**config.mk**
```make
export PLATFORM = sky130hd
export DESIGN_NAME = swpr_back
export DESIGN_NICKNAME = d
export VERILOG_FILES = /design/src/rtl/swpr_pkg.sv /design/src/rtl/swpr_back.sv
export SDC_FILE = /design/constraint.sdc
export NUM_CORES = 2
export LEC_CHECK = 0
export BUFFER_PORTS_ARGS = -buffer_cell sky130_fd_sc_hd__buf_2
export CORE_UTILIZATION = 62
export CTS_BUF_LIST = sky130_fd_sc_hd__clkbuf_2 sky130_fd_sc_hd__clkbuf_4 sky130_fd_sc_hd__clkbuf_8
export DETAILED_ROUTE_END_ITERATION = 16
export GPL_TIMING_DRIVEN = 0
export PLACE_DENSITY = 0.8
export REMOVE_ABC_BUFFERS = 1
export SLEW_MARGIN = 20
export SYNTH_ARGS = -nofsm -noshare
export SYNTH_HDL_FRONTEND = slang
export SYNTH_SLANG_ARGS = --single-unit
```
**constraint.sdc**
```tcl
create_clock -name i_clk -period 22.7 [get_ports i_clk]
set_input_delay 2.27 -clock i_clk [delete_from_list [all_inputs] [get_ports i_clk]]
set_output_delay 2.27 -clock i_clk [all_outputs]
set_load 0.02 [all_outputs]
```
**src/rtl/swpr_pkg.sv**
```systemverilog
// Shared types and constants for the sliding window pulse rate meter.
// Used by every module under rtl/.
package swpr_pkg;

    localparam int unsigned SLOT_COUNT_DEF = 256;
    localparam int unsigned QUEUE_DEPTH    = 2;

    localparam logic [15:0] PROC_PERIOD_RST = 16'd160;
    localparam logic [19:0] SLOT_PERIOD_RST = 20'd6000;
    localparam logic [15:0] KALPHA_RST      = 16'd13576;

    // 60000 ms per minute times 2^8 fraction scaling.
    localparam logic [23:0] CPM_SCALE = 24'd15360000;
    localparam logic [55:0] MAX56     = {56{1'b1}};

    localparam logic [1:0] REG_PROC_PERIOD = 2'd0;
    localparam logic [1:0] REG_SLOT_PERIOD = 2'd1;
    localparam logic [1:0] REG_KALPHA      = 2'd2;

    typedef struct packed {
        logic        processed;
        logic [31:0] count;
        logic [31:0] itime;
        logic [15:0] kalpha;
    } t_job;

endpackage

```
**src/rtl/swpr_back.sv**
```systemverilog
// Back of the pulse rate meter: square root, three divisions and the
// registered result stage. Depends on swpr_pkg.
module swpr_back (
    input  logic             i_clk,
    input  logic             i_rst_n,
    input  logic             i_empty,
    input  swpr_pkg::t_job   i_job,
    output logic             o_pop,
    output logic             m_tvalid,
    input  logic             m_tready,
    output logic [239:0]     m_tdata
);
    typedef enum logic [2:0] {
        B_IDLE, B_MUL, B_SQRT, B_MUL2, B_DIV, B_OUT
    } t_state;

    t_state          r_state;
    swpr_pkg::t_job  r_job;
    logic [55:0]     r_p;
    logic [47:0]     r_d;
    logic [55:0]     r_e;
    logic [63:0]     r_x;
    logic [33:0]     r_sqrem;
    logic [31:0]     r_root;
    logic [4:0]      r_scnt;
    logic [71:0]     r_num;
    logic [47:0]     r_den;
    logic [47:0]     r_rem;
    logic [71:0]     r_q;
    logic [6:0]      r_dcnt;
    logic [1:0]      r_sel;
    logic [55:0]     r_cpm;
    logic [55:0]     r_dose;
    logic            r_ovalid;
    logic [239:0]    r_odata;

    logic [34:0]     sq_sh;
    logic [34:0]     sq_trial;
    logic            sq_ge;
    logic [48:0]     dv_sh;
    logic            dv_ge;
    logic [71:0]     q_next;
    logic [55:0]     q_sat;
    logic            no_time;
    logic            no_dose;

    assign sq_sh    = {r_sqrem[32:0], r_x[63:62]};
    assign sq_trial = {1'b0, r_root, 2'b01};
    assign sq_ge    = sq_sh >= sq_trial;

    assign dv_sh  = {r_rem, r_num[71]};
    assign dv_ge  = dv_sh >= {1'b0, r_den};
    assign q_next = {r_q[70:0], dv_ge};
    assign q_sat  = (|q_next[71:56]) ? swpr_pkg::MAX56 : q_next[55:0];

    assign no_time = (r_job.itime == '0);
    assign no_dose = no_time || (r_job.kalpha == '0);

    assign o_pop    = (r_state == B_IDLE) && !i_empty;
    assign m_tvalid = r_ovalid;
    assign m_tdata  = r_odata;

    always_ff @(posedge i_clk) begin
        if (!i_rst_n) begin
            r_state  <= B_IDLE;
            r_ovalid <= 1'b0;
        end else begin
            if (m_tready && (r_state != B_OUT)) begin
                r_ovalid <= 1'b0;
            end
            case (r_state)
                B_IDLE: begin
                    if (!i_empty) begin
                        r_job   <= i_job;
                        r_x     <= {i_job.count, 32'd0};
                        r_sqrem <= '0;
                        r_root  <= '0;
                        r_scnt  <= '0;
                        r_state <= B_MUL;
                    end
                end
                B_MUL: begin
                    r_p     <= r_job.count * swpr_pkg::CPM_SCALE;
                    r_d     <= r_job.itime * r_job.kalpha;
                    r_state <= B_SQRT;
                end
                B_SQRT: begin
                    // Two radicand bits per cycle, one root bit per cycle.
                    r_x <= {r_x[61:0], 2'b00};
                    if (sq_ge) begin
                        r_sqrem <= 34'(sq_sh - sq_trial);
                        r_root  <= {r_root[30:0], 1'b1};
                    end else begin
                        r_sqrem <= 34'(sq_sh);
                        r_root  <= {r_root[30:0], 1'b0};
                    end
                    r_scnt <= r_scnt + 1'b1;
                    if (r_scnt == 5'd31) begin
                        r_state <= B_MUL2;
                    end
                end
                B_MUL2: begin
                    r_e     <= r_root * swpr_pkg::CPM_SCALE;
                    r_num   <= {16'd0, r_p};
                    r_den   <= {16'd0, r_job.itime};
                    r_rem   <= '0;
                    r_q     <= '0;
                    r_dcnt  <= '0;
                    r_sel   <= 2'd0;
                    r_state <= B_DIV;
                end
                B_DIV: begin
                    if (r_dcnt == 7'd71) begin
                        r_rem  <= '0;
                        r_q    <= '0;
                        r_dcnt <= '0;
                        r_den  <= r_d;
                        r_sel  <= r_sel + 1'b1;
                        if (r_sel == 2'd0) begin
                            r_cpm <= q_sat;
                            r_num <= {r_p, 16'd0};
                        end else if (r_sel == 2'd1) begin
                            r_dose <= q_sat;
                            r_num  <= {16'd0, r_e};
                        end else begin
                            r_num   <= {16'd0, q_sat};
                            r_state <= B_OUT;
                        end
                    end else begin
                        r_num  <= {r_num[70:0], 1'b0};
                        r_rem  <= dv_ge ? 48'(dv_sh - {1'b0, r_den}) : 48'(dv_sh);
                        r_q    <= q_next;
                        r_dcnt <= r_dcnt + 1'b1;
                    end
                end
                B_OUT: begin
                    // The finished error quotient waits in r_num.
                    if (!r_ovalid || m_tready) begin
                        r_ovalid <= 1'b1;
                        r_odata  <= {7'd0,
                                     no_dose ? 56'd0 : r_num[55:0],
                                     no_dose ? 56'd0 : r_dose,
                                     no_time ? 56'd0 : r_cpm,
                                     r_job.itime,
                                     r_job.count,
                                     r_job.processed};
                        r_state  <= B_IDLE;
                    end
                end
                default: begin
                    r_state <= B_IDLE;
                end
            endcase
        end
    end

endmodule

```
======== Word-level counts from Yosys, hierarchy flattened ========
Index checks and enable logic that the tools add are counted.
cells by class
  muxes and demuxes ....................... 36
  multiply operators ...................... 3
  bitwise gates (word level) .............. 2
  equality and inequality tests ........... 15
  reduce and logical (&&, ||, !) cells .... 23
  add/subtract/negate cells ............... 5
  order comparisons ....................... 2
operators by type and width
  cell                      number
  $pmux W48 S2              2
  $mux W48                  3
  $mux W72                  2
  $pmux W72 S2              1
  $pmux W71 S2              1
  $pmux W64 S2              1
  $mux W56                  2
  $mul A32 B11 Y43 const B  2
  $mux W71                  1
  $mux W33                  2
  $pmux W33 S2              1
  $mux W64                  1
  $pmux W32 S2              1
  $ge A49 B48 Y1            1
  $mul A32 B16 Y48          1
  $sub A48 B48 Y48          1
  $ge A35 B34 Y1            1
  $sub A33 B33 Y33          1
  $logic_not A32 Y1         1
  $mux W32                  1
  $mux W3                   6
  $pmux W3 S6               1
  $logic_not A16 Y1         1
  $reduce_or A16 Y1         1
  other kinds (30)          50
storage, ports and cells
  word-level logic and storage cells ...... 110
  input port bits ......................... 85
  bits in registers ....................... 946

======== Longest topological paths before layout ========
  depth after elaboration ................. 6
  depth in mapped cells ................... 25

======== Least setup slack after synthesis ========
OpenSTA, ideal clock, no wires.
  path type ............................... input port to flip-flop
  from .................................... input m_tready
  to ...................................... register r_odata[0], in the netlist m_tdata[0], enable pin
  path slack .............................. 9660 ps
  arrival ................................. 12205 ps
  cell stages on the path ................. 3
  buffers on the path ..................... 0
  cell sequence ........................... nand2b_1 > nand2_1 > nor2_1
on the way
  longest elaborated chain between the ends .. 2
ends and longest elaborated chain
  element                      RTL line          text
  start, declared              swpr_back.sv:10   input logic m_tready,
  $logic_or A1 B1 Y1           swpr_back.sv:138  if (!r_ovalid || m_tready) begin
  $reduce_and A3 Y1 (no line)  --
  end signal, assigned         swpr_back.sv:140  r_odata <= {7'd0,
  end, declared                swpr_back.sv:35   logic [239:0] r_odata;
No other way between the ends.
A chain may end at the register's enable or synchronous reset.

======== Final worst setup path ========
  from .................................... register r_job[1] (netlist bit)
  to ...................................... register r_d[47] (data pin)
on the way
  longest elaborated chain between the ends .. 1
ends and longest elaborated chain
  element                 RTL line         text
  start, declared         swpr_back.sv:18  swpr_pkg::t_job r_job;
  start signal, assigned  swpr_back.sv:74  r_job <= i_job;
  $mul A32 B16 Y48        swpr_back.sv:84  r_d <= r_job.itime * r_job.kalpha;
  end signal, assigned    swpr_back.sv:84
  end, declared           swpr_back.sv:20  logic [47:0] r_d;
No other way between the ends.

==> flow_summary.ini <==
[outcome]
status = finished clean

[logic_synthesis]
syn-cell-area_um2 = 67700
synth_top_area_cell = edfxtp_1
synth-simple-area-share_pct = 13.1
synth_flop_cell = edfxtp_1
synth_xor_area_share_pct = 2.43
synth_compound_area_share_pct = 8.21
synth_fa_ha_area_share_pct = 28.6
synth_area_per_cell_um2 = 11.2
synthTopCellsByArea = edfxtp_1 40%, fa_1 21%, ha_1 7.9%
synth_top_area_share_pct = 40.4
async_reset_ff_share_pct = 0
synth_mux_area_share_pct = 1.13
seq_area_frac_synth_pct = 40.5
synth_top_family_by_area = adder cells
ys_warn_count = 0
synth_cell_types = 86
synth-seq-cells = 914
synth_edf_count = 910
netlist_instances = 6062

[final_layout]
finalNetCount = 7557
final_util_pct = 69.4
drive_above_1_share_pct = 11.7
multi_input_area_um2 = 36400
seqCellArea_um2 = 27400
syn2layout_area_growth_pct = 10.3
design_area_um2 = 74700
fillCellCount = 7502

[critical_path]
worstPathArrival_ns = 8.01
path_class = register to register
start_kind = register
worst-endpoint-required_ns = 23.28
end_kind = register
crit_fanout = 18

[clocking]
cts_num_sinks = 914
post_cts_buffers = 0
clk_pin_slew_ns = 0.07
cts.htree.levels = 4
root_buffer = clkbuf_8
cts_resized = 0
cts_buffers = 150
ctsHoldBuffers = 0
clock_latency_ns = 0.87
cts_buffer_depth = 3
cts_tree = built

[placed_design]
hpwl_mm = 122
dpl_cell_area_um2 = 71700
numPortBuffers = 319
gp_congestion = 0.938

[sta]
setup_viol = 0
fin_crit_sh_pct = 32.7
skew_ns = 0.0517
hold_viol = 0
maxSlewHeadroom_pct = 27.9
setup_tns_ns = 0
fin_crit_ns = 7.43
max_freq_ghz = 0.135
max_slew.worst_pin.slew_ns = 1.08
slew_viol_final = 0
rsz0062_at_grt = false

[global_route]
grt_pass1_wl_mm = 258
gr-total-overflow = 0
grt_pass1_vias = 47200
grt_max_degree = 75
grt_util_all_layers_pct = 29.7
antenna_found_initial = 5

[routing]
via_per_inst = 5.93
routedWlPerCell_um = 20.6
wirelength_mm = 162
drc = 0
drt_iter0_markers = 4159
vias = 46700
firstDrtPassIters = 6
ant_nets = 0

[floorplan]
initial_core_util_pct = 62.9
die-area_um2 = 111000
core_area_um2 = 108000
ios = 327
rows = 120
die_height_um = 332
die_w_um = 332

[min_path]
hold_class = register to register

[flow_run]
cap_violations = 0
-- synthesized netlist by cell type (7+ instances only) --
cell type	instances
buf_4	16
a31o_2	8
edfxtp_1	910
o21ai_0	155
nand2b_1	22
buf_2	9
nand3_1	87
inv_1	772
o31ai_1	13
o211ai_1	28
xor2_1	57
o31a_1	7
or3_1	12
nand2_1	720
nor3_1	38
nor4_1	28
o22ai_1	21
nor2b_1	81
a31oi_1	28
a22o_1	16
buf_1	11
mux2i_1	74
ha_1	425
o21a_1	25
fa_1	701
a211o_1	7
a21oi_1	308
nor2_1	233
and2_1	342
xnor2_1	131
o21bai_1	46
nor3b_1	7
a2111oi_0	7
clkbuf_1	249
or2_2	52
a211oi_2	7
o21ai_1	24
nand4_1	48
a21o_1	93
and3_1	113
a211oi_1	20
-- flip-flops by register name (all words and copies together), names as in the netlist, 2 cells and up --
name,cells
m_tdata,233
r_cpm,56
r_d,48
r_dcnt,7
r_den,48
r_dose,56
r_e,43
r_job,81
r_num,72
r_p,43
r_q,71
r_rem,48
r_root,32
r_scnt,5
r_sel,2
r_sqrem,33
r_state,3
r_x,32
-- path summary, 6_finish.rpt --
| path | startpoint | end | slack (ns) | cells past startpoint |
|---|---|---|---|---|
| worst min register to register | r_job[80] | m_tdata[0] | 0.43 | 0 |
| worst max-delay path | r_job[1] | r_d[47] | 15.27 | 21 |
| worst max register to register | r_job[1] | r_d[47] | 15.27 | 21 |
| worst min-delay path | r_job[80] | m_tdata[0] | 0.43 | 0 |
-- per-layer routing --
layer  GRT usage [%]  vias up  part of all wire, %
met4            9.23        2                  2.8
met3            6.14      356                  9.6
met2            45.5     2244                   45
met1            42.8    23100                   42
met5               0        -               0.0074
li1                -    21000                    -
-- stage by stage --
| stage | worst slack [ns] | instances | hold WS, ns |
|---|---|---|---|
| after floorplan | 9.66 | 5781 | 0.400 |
| after global placement | 4.63 | 7503 | 0.406 |
| after detailed placement | 15.43 | 7597 | 0.413 |
| after CTS | 15.37 | 7871 | 0.433 |
| after global routing | 14.98 | 7873 | 0.436 |
| final | 15.27 | 7874 | 0.432 |
-- cells in the final DEF (no fill, tap or decap), types with 17 or more instances in the layout --
master and instances:
nor3_1 36, buf_8 17, nand4_1 48, o21ai_0 155, o21ai_1 24, ha_1 423, nand2_1 717, nor2b_1 81
inv_1 772, nor4_1 28, mux2i_1 74, and3_1 113, clkbuf_8 151, edfxtp_1 910, nand3_1 87, a31oi_1 28
and2_1 339, buf_2 319, buf_4 21, nand2b_1 22, o211ai_1 28, o21bai_1 46, clkinv_1 40, xnor2_1 131
or2_2 52, clkbuf_4 38, xor2_1 57, a211oi_1 20, a21o_1 93, nor2_1 226, o21a_1 24, fa_1 701
buf_16 27, clkinv_2 26, o22ai_1 21, buf_12 17, a21oi_1 307
-- critical path: stages (launching register included) --
cell and delay (ns):
edfxtp_1 0.85, buf_8 0.29, nand2_1 0.13, fa_1 0.58, fa_1 0.56, fa_1 0.53, inv_1 0.06, fa_1 0.47
fa_1 0.53, inv_1 0.05, fa_1 0.47, inv_1 0.04, ha_1 0.44, and4_1 0.26, and2_1 0.16, nand2_1 0.06
a21oi_1 0.41, o21ai_0 0.28, a31oi_1 0.38, o21ai_0 0.22, a41oi_1 0.28, xnor2_1 0.08
-- cell type report --
class | count | share of cell area [%]
Antenna cell | 3 | 0.0101
Clock buffer | 189 | 3.16
Clock inverter | 85 | 0.831
Inverter | 773 | 3.88
Multi-Input combinational cell | 4094 | 48.7
Sequential cell | 914 | 36.7
Tap cell | 1403 | 2.35
Timing Repair Buffer | 413 | 4.32
-- kinds of logic after synthesis --
| group | after synthesis |
|---|---|
| XOR/XNOR | 188 |
| flip-flops | 914 |
| adder cells (fa/ha/maj) | 1126 |
| AND/OR/NAND/NOR | 1817 |
| multiplexers | 76 |
| other | 1 |
| buffers and inverters | 1060 |
| AO/OA/AOI/OAI | 880 |
Power is not shown: default switching activity piles up to over one toggle a cycle in this logic, so the estimate is an artifact.
