File: src/rtl/swpr_pkg.sv
// Shared types and constants for the sliding window pulse rate meter.
// Used by every module under rtl/.
package swpr_pkg;

    localparam int unsigned SLOT_COUNT_DEF = 256;
    localparam int unsigned QUEUE_DEPTH    = 2;

    localparam logic [15:0] PROC_PERIOD_RST = 16'd160;
    localparam logic [19:0] SLOT_PERIOD_RST = 20'd6000;
    localparam logic [15:0] KALPHA_RST      = 16'd13576;

    // 60000 ms per minute times 2^8 fraction scaling.
    localparam logic [23:0] CPM_SCALE = 24'd15360000;
    localparam logic [55:0] MAX56     = {56{1'b1}};

    localparam logic [1:0] REG_PROC_PERIOD = 2'd0;
    localparam logic [1:0] REG_SLOT_PERIOD = 2'd1;
    localparam logic [1:0] REG_KALPHA      = 2'd2;

    typedef struct packed {
        logic        processed;
        logic [31:0] count;
        logic [31:0] itime;
        logic [15:0] kalpha;
    } t_job;

endpackage

File: src/rtl/swpr_fifo.sv
// Small job queue between the front and the back of the pulse rate meter.
// Depends on swpr_pkg for the job type.
module swpr_fifo #(
    parameter int unsigned DEPTH = swpr_pkg::QUEUE_DEPTH
) (
    input  logic             i_clk,
    input  logic             i_rst_n,
    input  logic             i_push,
    input  swpr_pkg::t_job   i_job,
    input  logic             i_pop,
    output swpr_pkg::t_job   o_job,
    output logic             o_full,
    output logic             o_empty
);
    localparam int unsigned PW = (DEPTH > 1) ? $clog2(DEPTH) : 1;

    swpr_pkg::t_job   r_mem [DEPTH];
    logic [PW-1:0]    r_wptr;
    logic [PW-1:0]    r_rptr;
    logic [PW:0]      r_cnt;

    assign o_full  = (r_cnt == (PW+1)'(DEPTH));
    assign o_empty = (r_cnt == '0);
    assign o_job   = r_mem[r_rptr];

    always_ff @(posedge i_clk) begin
        if (!i_rst_n) begin
            r_wptr <= '0;
            r_rptr <= '0;
            r_cnt  <= '0;
        end else begin
            if (i_push) begin
                r_wptr <= (r_wptr == PW'(DEPTH - 1)) ? '0 : r_wptr + 1'b1;
            end
            if (i_pop) begin
                r_rptr <= (r_rptr == PW'(DEPTH - 1)) ? '0 : r_rptr + 1'b1;
            end
            if (i_push && !i_pop) begin
                r_cnt <= r_cnt + 1'b1;
            end else if (!i_push && i_pop) begin
                r_cnt <= r_cnt - 1'b1;
            end
        end
    end

    always_ff @(posedge i_clk) begin
        if (i_push) begin
            r_mem[r_wptr] <= i_job;
        end
    end

endmodule

File: config.mk
export PLATFORM = sky130hd
export DESIGN_NAME = swpr_fifo
export DESIGN_NICKNAME = d
export VERILOG_FILES = /design/src/rtl/swpr_pkg.sv /design/src/rtl/swpr_fifo.sv
export SDC_FILE = /design/constraint.sdc
export NUM_CORES = 1
export LEC_CHECK = 0
export BUFFER_PORTS_ARGS = -buffer_cell sky130_fd_sc_hd__buf_2
export CAP_MARGIN = 0
export CORE_ASPECT_RATIO = 0.9
export CORE_MARGIN = 2
export CORE_UTILIZATION = 30
export CTS_CLUSTER_DIAMETER = 80
export DETAILED_ROUTE_END_ITERATION = 8
export PLACE_DENSITY = 0.51
export SYNTH_ARGS = -nofsm -noshare
export SYNTH_HDL_FRONTEND = slang
export SYNTH_SLANG_ARGS = --single-unit
File: constraint.sdc
create_clock -name i_clk -period 6 [get_ports i_clk]
set_input_delay 0.6 -clock i_clk [delete_from_list [all_inputs] [get_ports i_clk]]
set_output_delay 0.6 -clock i_clk [all_outputs]
set_load 0.005 [all_outputs]
# Yosys cells after proc, flatten, opt, wreduce, memory -nomap -nowiden
# Memories as Yosys holds them, arrays and structs flattened. A register that Yosys moved wholly into a read port is not among the register bits.
# Cells that the tools add are included.
# word_totals
wordCells	23
regBits	4
out_inout_bits	83
memories	1
mem_bits_rw	162
inputBits	85
# mem_list
name	depth	width	read_ports	rd_ports_with_merged_regs	wr	line_no	text
r_mem	2	81	1	1	1	swpr_fifo.sv:17	swpr_pkg::t_job r_mem [DEPTH];
# classes
n_eq_ne	1
reduce_logical	6
muxes	8
addsub	4
# ops
op	count
$mux W1	6
$mux W2	2
$add A1 B1 Y1 const B	2
$add A2 B1 Y2 const B	1
$eq A2 B2 Y1 const B	1
$logic_and A1 B1 Y1	2
$logic_not A1 Y1	2
$logic_not A2 Y1	1
$reduce_bool A2 Y1	1
$sub A2 B1 Y2 const B	1

# Depth between registers and ports, before layout
# Gate-level depths: netlist of the first run.
# depth
depth_word	4
depth_mapped	5
mapped_depth_nobuf	5

# Least setup slack after synthesis of the first run
# OpenSTA, ideal clock, no wires.
# synth_path
path_kind	input -> register
start	in i_push
end	mem r_mem[0][0] (netlist name) (enable)
path_buffers	0
path_slack_ns	1.297
stages	1
arrival_time_ns	4.172
path_cell_list	nor2b_1
# synth_between
elab_chain_len	2
# synth_lines
item	line_no	text
start: declaration	swpr_fifo.sv:8	input logic i_push,
$mux W1	swpr_fifo.sv:47	if (i_push) begin
$mux W1 (implied by the code)	swpr_fifo.sv:48	r_mem[r_wptr] <= i_job;
end: declaration	swpr_fifo.sv:17	
# No other way between the ends.

==> results of run 1 <==
-- area by class of cell --
| class | count | area [um^2] |
|---|---|---|
| inverter | 1 | 3.754 |
| fill | 1853 | 12190 |
| tap | 255 | 319.1 |
| clock buffer | 18 | 429.2 |
| multi-input combinational | 97 | 1037 |
| sequential | 167 | 4969 |
| clock inverter | 14 | 125.1 |
| timing repair buffer | 169 | 850.8 |
-- power groups by stage --
| stage | sequential [W] | combinational (W) | clock [W] |
|---|---|---|---|
| 3_5_place_dp | 0.00141 | 0.000219 | 0 |
| 3_3_place_gp | 0.00141 | 0.000215 | 0 |
| 4_1_cts | 0.00139 | 0.000221 | 0.00107 |
| 6_report | 0.00138 | 0.000215 | 0.00103 |
| 5_1_grt | 0.00139 | 0.000236 | 0.00111 |
| 2_1_floorplan | 0.00139 | 0.000133 | 0 |
-- cell usage after synthesis --
cell type  number
nor2b_1         2
o21ai_0         1
dfxtp_1         5
nor2_1          1
mux2_2         81
or3_1           1
inv_1           1
ha_1            1
edfxtp_1      162
and2b_2         1
o21a_1          1
buf_4           1
and2_1          4
xnor2_1         1
a21boi_1        1
buf_6           8
xor2_1          2
-- sequential cells by signal (all words and copies together), names as in the netlist, named ones only --
name    cells
r_mem     162
r_cnt       2
r_wptr      1
r_rptr      1
-- per-layer routing --
metal	up-vias	GRT usage, %	wire, um
met1	1570	12.86	4974
met3	8	4.063	663
met2	96	19.68	6135
met5	-	0	0
li1	1434	-	-
met4	0	3.984	132
-- per-stage QoR --
stage | cells | power (W) | utilization, % | setup slack [ns]
6_report | 721 | 0.002628 | 38.81 | 3.255
5_1_grt | 721 | 0.002741 | 38.81 | 3.093
4_1_cts | 721 | 0.002681 | 38.81 | 3.157
3_5_place_dp | 689 | 0.001631 | 36.03 | 3.624
3_3_place_gp | 689 | 0.001623 | 36.03 | 3.640
2_1_floorplan | 274 | 0.001520 | - | 1.297
-- kinds of logic (layout without fill, tap and decap cells) --
logic type,Yosys count,in the layout,synth area share (%)
simple gates,9,9,0.9240
mux,81,81,14.97
compound gates,3,3,0.3286
flops,167,167,81.48
buf+inv,10,202,1.663
fa+ha+maj,1,1,0.2053
xor+xnor,3,3,0.4313
-- worst paths after layout --
| path | end | startpoint |
|---|---|---|
| max | o_job[23] | register |
| max reg2reg | r_mem[1][65] | r_wptr |
| min | r_mem[1][16] | i_job[16] |
| min reg2reg | r_cnt[1] | r_cnt[1] |
==> impl_metrics.csv, run 1 <==
group,metric,value,unit
power,static-leakage-power,2.852,nW
routing,violation_count_after_the_first_detailed_route_iteration,115,
worst_setup_path,critical-path-top-delay-family,"flip-flops",
power,total_switching_power,0.0005857,W
cts,clk_path_buf_depth,2,
die,initial_core_util,30.58,%
routing,routed_wire_length_per_instance,16.51,um
cts,cts_root_buf,"clkbuf_16",
worst_setup_path,cells_along_the_critical_path,"mux2_2 > buf_2",
sta,maximum_operating_frequency,364.4,MHz
synth,ys_seq_area_share,81.48,%
routing,dr_vias_cell,4.311,
grt,grtUsageTotal,11.31,%
cts,clk_latency,0.42,ns
cells_and_area,final_layout_size_suffix_gt1_share,61.16,%
worst_setup_path,criticalPathCategory,"register to output pin",
power,cellInternalPower,0.002042,W
sta,totalNegativeSetupSlack,0,ns
cts,cts-resized-gates,0,
sta,min_period,2.745,ns
worst_setup_path,r2r.worst_path.cells,1,
routing,detail-route-antenna-nets,0,
die,core.rowCount,49,
run_status,run_status,"finished, final reports clean",
cts,numClockSinks,167,
placed_design,port_buffers,167,
synth,post_synth_main_area_contributors,"edfxtp_1, mux2_2, dfxtp_1, buf_6, and2_1",
grt,antenna_found_initial,0,
die,die_area,0.02147,mm^2
power,power.share.switching,22.28,%
sta,final-hold-violation-count,0,
routing,detailroute.via_count,3108,
power,cellPowerDensity,339.8,mW/mm^2
power,share_comb_of_total_power,8.2,%
placed_design,place.detailed.hpwl,7293,um
synth,yosysTopAreaCell,"edfxtp_1",
routing,drt_wl_total,11900,um
synth,postSynthRegisterBits,167,
synth,ys_types,17,
cells_and_area,flow.area_growth_from_synthesis,26.92,%
routing,remaining_drc_errors,0,
sta,setup_violations,0,
cts,clkTransAtPathRegs,0.07,ns
sta,final-max-slew-violation-count,0,
worst_setup_path,critical_path.max_fanout,81,
synth,netlist_instances,274,
sta,rsz0062_at_grt,"false",
power,power_frac_seq,52.6,%
sta,fin_crit_sh,45.74,%
cts,htree_num_levels,4,
sta,holdWs,0.3697,ns
worst_setup_path,startpoint_type,"register",
die,fp.coreArea,0.01993,mm^2
cts,hold_buffers,0,
cts,cts_tree,"built",
synth,synth.top_cell.area_share,79.84,%
grt,grt_pass1_wl,18400,um
routing,firstDrtPassIters,3,
worst_setup_path,cp_num_cells,2,
synth,avgSynthCellArea,22.24,um^2
worst_setup_path,cp_num_buf_inv,1,
die,floorplan.io_pins,168,
cells_and_area,antenna_cells_inserted,0,
worst_hold_path,worstHoldPathType,"input port to register",
sta,worst_slew_pin_slew,1.193,ns
grt,grt_overflow,0,
cts,numCtsBuffers,17,
power,p_clk_share,39.2,%
worst_setup_path,slowest_stage,"dfxtp_4",
worst_setup_path,timing.critical_path.slowest_cell_delay,1.10,ns
power,ir_worst_vdd,174.8,uV
job,max_cap_violations,0,
synth,yosysWarningCount,0,
placed_design,placed_area,0.007179,mm^2
sta,worst_clock_skew,0.009880,ns
sta,worst_slew_margin_rel,20.46,%
die,die_x,154.2,um
die,die_h,139.2,um
placed_design,globalplace.congestion,0.6894,
grt,grt_pass1_vias,3413,
synth,mappedNetlistNets,360,
cells_and_area,fin_area,0.007734,mm^2
synth,syn-cell-area,0.006093,mm^2
worst_hold_path,hold_path_cells,1,
worst_setup_path,timing.reg2reg.setup_slack,4.21,ns
worst_setup_path,worstPathRequired,5.40,ns
grt,grt_start_max_net_pins,82,
cells_and_area,commonest_non_fill_non_tap_cell_in_the_layout,"buf_2",
cells_and_area,highest_count_cells_in_the_layout_ignoring_fill_and_taps,"buf_2, edfxtp_1, mux2_2",
worst_setup_path,crit_path_end_kind,"output pin",
worst_setup_path,cp_data_arrival_time,2.14,ns
cts,cts.repair_timing.setup_buffer_count,0,
cells_and_area,final_nets,539,
Power figures use the tool's default switching activity.
==> run 2, diff against run 1 <==
Clock period 6 ns to 2.7 ns, I/O delays scaled along.
==> impl_metrics.csv, run 2 (synthesized netlist as in run 1, its figures left out) <==
group,metric,value,unit
routing,detailroute.via_count,3058,
grt,grt_start_max_net_pins,46,
grt,antenna_found_initial,1,
placed_design,place.detailed.hpwl,7472,um
routing,violation_count_after_the_first_detailed_route_iteration,172,
cells_and_area,fin_util,39.18,%
power,static-leakage-power,2.894,nW
grt,grt_overflow,0,
cells_and_area,final_layout_size_suffix_gt1_share,61.41,%
worst_setup_path,critical_path.max_fanout,21,
sta,worst_slack,0.6347,ns
sta,min_period,2.065,ns
sta,fin_crit_sh,76.49,%
placed_design,dp_worst_setup_slack,1.023,ns
worst_setup_path,criticalPathCategory,"register to output pin",
power,p_clk_share,39.7,%
worst_setup_path,crit-reg2reg-capture,"r_mem[1][78]",
cells_and_area,reg_top3,"r_mem (162), r_cnt (2)",
cts,hold_buffers,0,
cells_and_area,antenna_cells_inserted,0,
power,cellPowerDensity,755.5,mW/mm^2
worst_setup_path,critical-path-top-delay-family,"flip-flops",
cts,cts-resized-gates,0,
routing,detail-route-antenna-nets,0,
sta,worst_slew_pin_slew,0.6450,ns
cts,cts_tree,"built",
worst_setup_path,cp_num_buf_inv,2,
routing,dr_vias_cell,4.224,
cts,clk_latency,0.41,ns
cells_and_area,layout.filler_cells,1855,
cts,clkTransAtPathRegs,0.06,ns
cells_and_area,largest_register_ff_count,162,
cells_and_area,largest-register,"r_mem",
grt,grt_pass1_vias,3320,
sta,holdWs,0.04099,ns
placed_design,dp_cells,693,
cells_and_area,total_area_of_multi_input_combinational_cells,0.001037,mm^2
cells_and_area,highest_count_cells_in_the_layout_ignoring_fill_and_taps,"buf_2, edfxtp_1, mux2_2",
power,cellInternalPower,0.004634,W
worst_setup_path,origin_of_the_critical_flop_to_flop_path,"r_wptr",
sta,worst_clock_skew,0.006750,ns
routing,firstDrtPassIters,4,
worst_setup_path,r2r.worst_path.cells,2,
grt,grtUsageTotal,10.94,%
worst_setup_path,crit_path_end_kind,"output pin",
sta,worst_slew_margin_rel,57.00,%
cells_and_area,final_nets,543,
cts,numClockSinks,167,
die,fp.coreArea,0.01993,mm^2
routing,routed_wire_length_per_instance,15.98,um
power,total_switching_power,0.001265,W
worst_hold_path,hold_path_cells,1,
cells_and_area,commonest_non_fill_non_tap_cell_in_the_layout,"buf_2",
cts,htree_num_levels,4,
power,share_comb_of_total_power,8.8,%
die,initial_core_util,30.58,%
worst_setup_path,worstPathRequired,2.43,ns
worst_setup_path,cp_data_arrival_time,1.80,ns
routing,wl_met1,4999,um
sta,final-max-slew-violation-count,0,
power,power.share.switching,21.45,%
cells_and_area,finish.cell_count_without_fillers,724,
worst_hold_path,holdPathEnd,"r_mem[0][21]",
sta,final-hold-violation-count,0,
cts,cts.repair_timing.setup_buffer_count,0,
cells_and_area,flow.area_growth_from_synthesis,28.13,%
routing,route.top_layer_used,"met5",
cells_and_area,seq_area,0.004969,mm^2
sta,setup_violations,0,
cts,clk_path_buf_depth,2,
worst_hold_path,worstHoldPathType,"input port to register",
die,die_x,154.2,um
sta,rsz0062_at_grt,"false",
worst_setup_path,timing.reg2reg.setup_slack,1.26,ns
placed_design,port_buffers,167,
sta,maximum_operating_frequency,484.2,MHz
run_status,run_status,"finished, final reports clean",
routing,detailroute.wirelength.met2,5642,um
power,power_frac_seq,51.5,%
worst_hold_path,hold_start,"i_job[21]",
die,die_area,0.02147,mm^2
routing,remaining_drc_errors,0,
placed_design,globalplace.congestion,0.7303,
grt,grt_pass1_wl,17880,um
worst_setup_path,cells_along_the_critical_path,"buf_4 > mux2_2 > buf_2",
power,ir_worst_vdd,352.3,uV
job,max_cap_violations,0,
routing,wl_met3,771,um
die,core.rowCount,49,
die,floorplan.io_pins,168,
routing,drt_wl_total,11570,um
worst_setup_path,timing.critical_path.slowest_cell_delay,0.52,ns
worst_setup_path,startpoint_type,"register",
die,die_h,139.2,um
worst_setup_path,slowest_stage,"dfxtp_4",
cts,cts_root_buf,"clkbuf_16",
cts,numCtsBuffers,17,
[run 2: cell type report]
cell class | count | area share (%)
inverters | 1 | 0.04808
well taps | 255 | 4.087
flip-flops and latches | 167 | 63.64
repair buffers | 173 | 11.60
clock buffers | 17 | 5.449
multi-input cells | 97 | 13.29
clock inverters | 14 | 1.891
[run 2: stage by stage]
| stage | cell area, um^2 | setup TNS [ns] | power [W] |
|---|---|---|---|
| final | 7807 | 0 | 0.005899 |
| after global routing | 7807 | 0 | 0.006152 |
| after CTS | 7807 | 0 | 0.006006 |
| after detailed placement | 7234 | 0 | 0.003628 |
| after global placement | 7234 | 0 | 0.003614 |
| after floorplan | 6101 | -1.595 | 0.003372 |
[run 2: power groups by stage]
stage	sequential, W	clock, W	combinational (W)
final	0.00304	0.00234	0.000520
after global routing	0.00305	0.00253	0.000574
after CTS	0.00304	0.00243	0.000538
after detailed placement	0.00309	0	0.000534
after global placement	0.00309	0	0.000524
after floorplan	0.00308	0	0.000296
[run 2: worst max-delay path by stage]
stage,start,endpoint,slack [ns],depth (start not counted)
finish,register,o_job[78],0.63,3
global route,register,o_job[78],0.52,3
CTS,register,o_job[25],0.57,3
detailed placement,register,o_job[25],1.02,3
global placement,register,o_job[25],1.02,3
floorplan,r_wptr,r_mem[1][0],-0.02,1
[run 2: per-layer routing]
layer / track usage, % / up-vias
li1: - / 1451
met2: 18.17 / 100
met5: 0 / -
met4: 3.984 / 2
met3: 4.281 / 11
met1: 12.91 / 1494
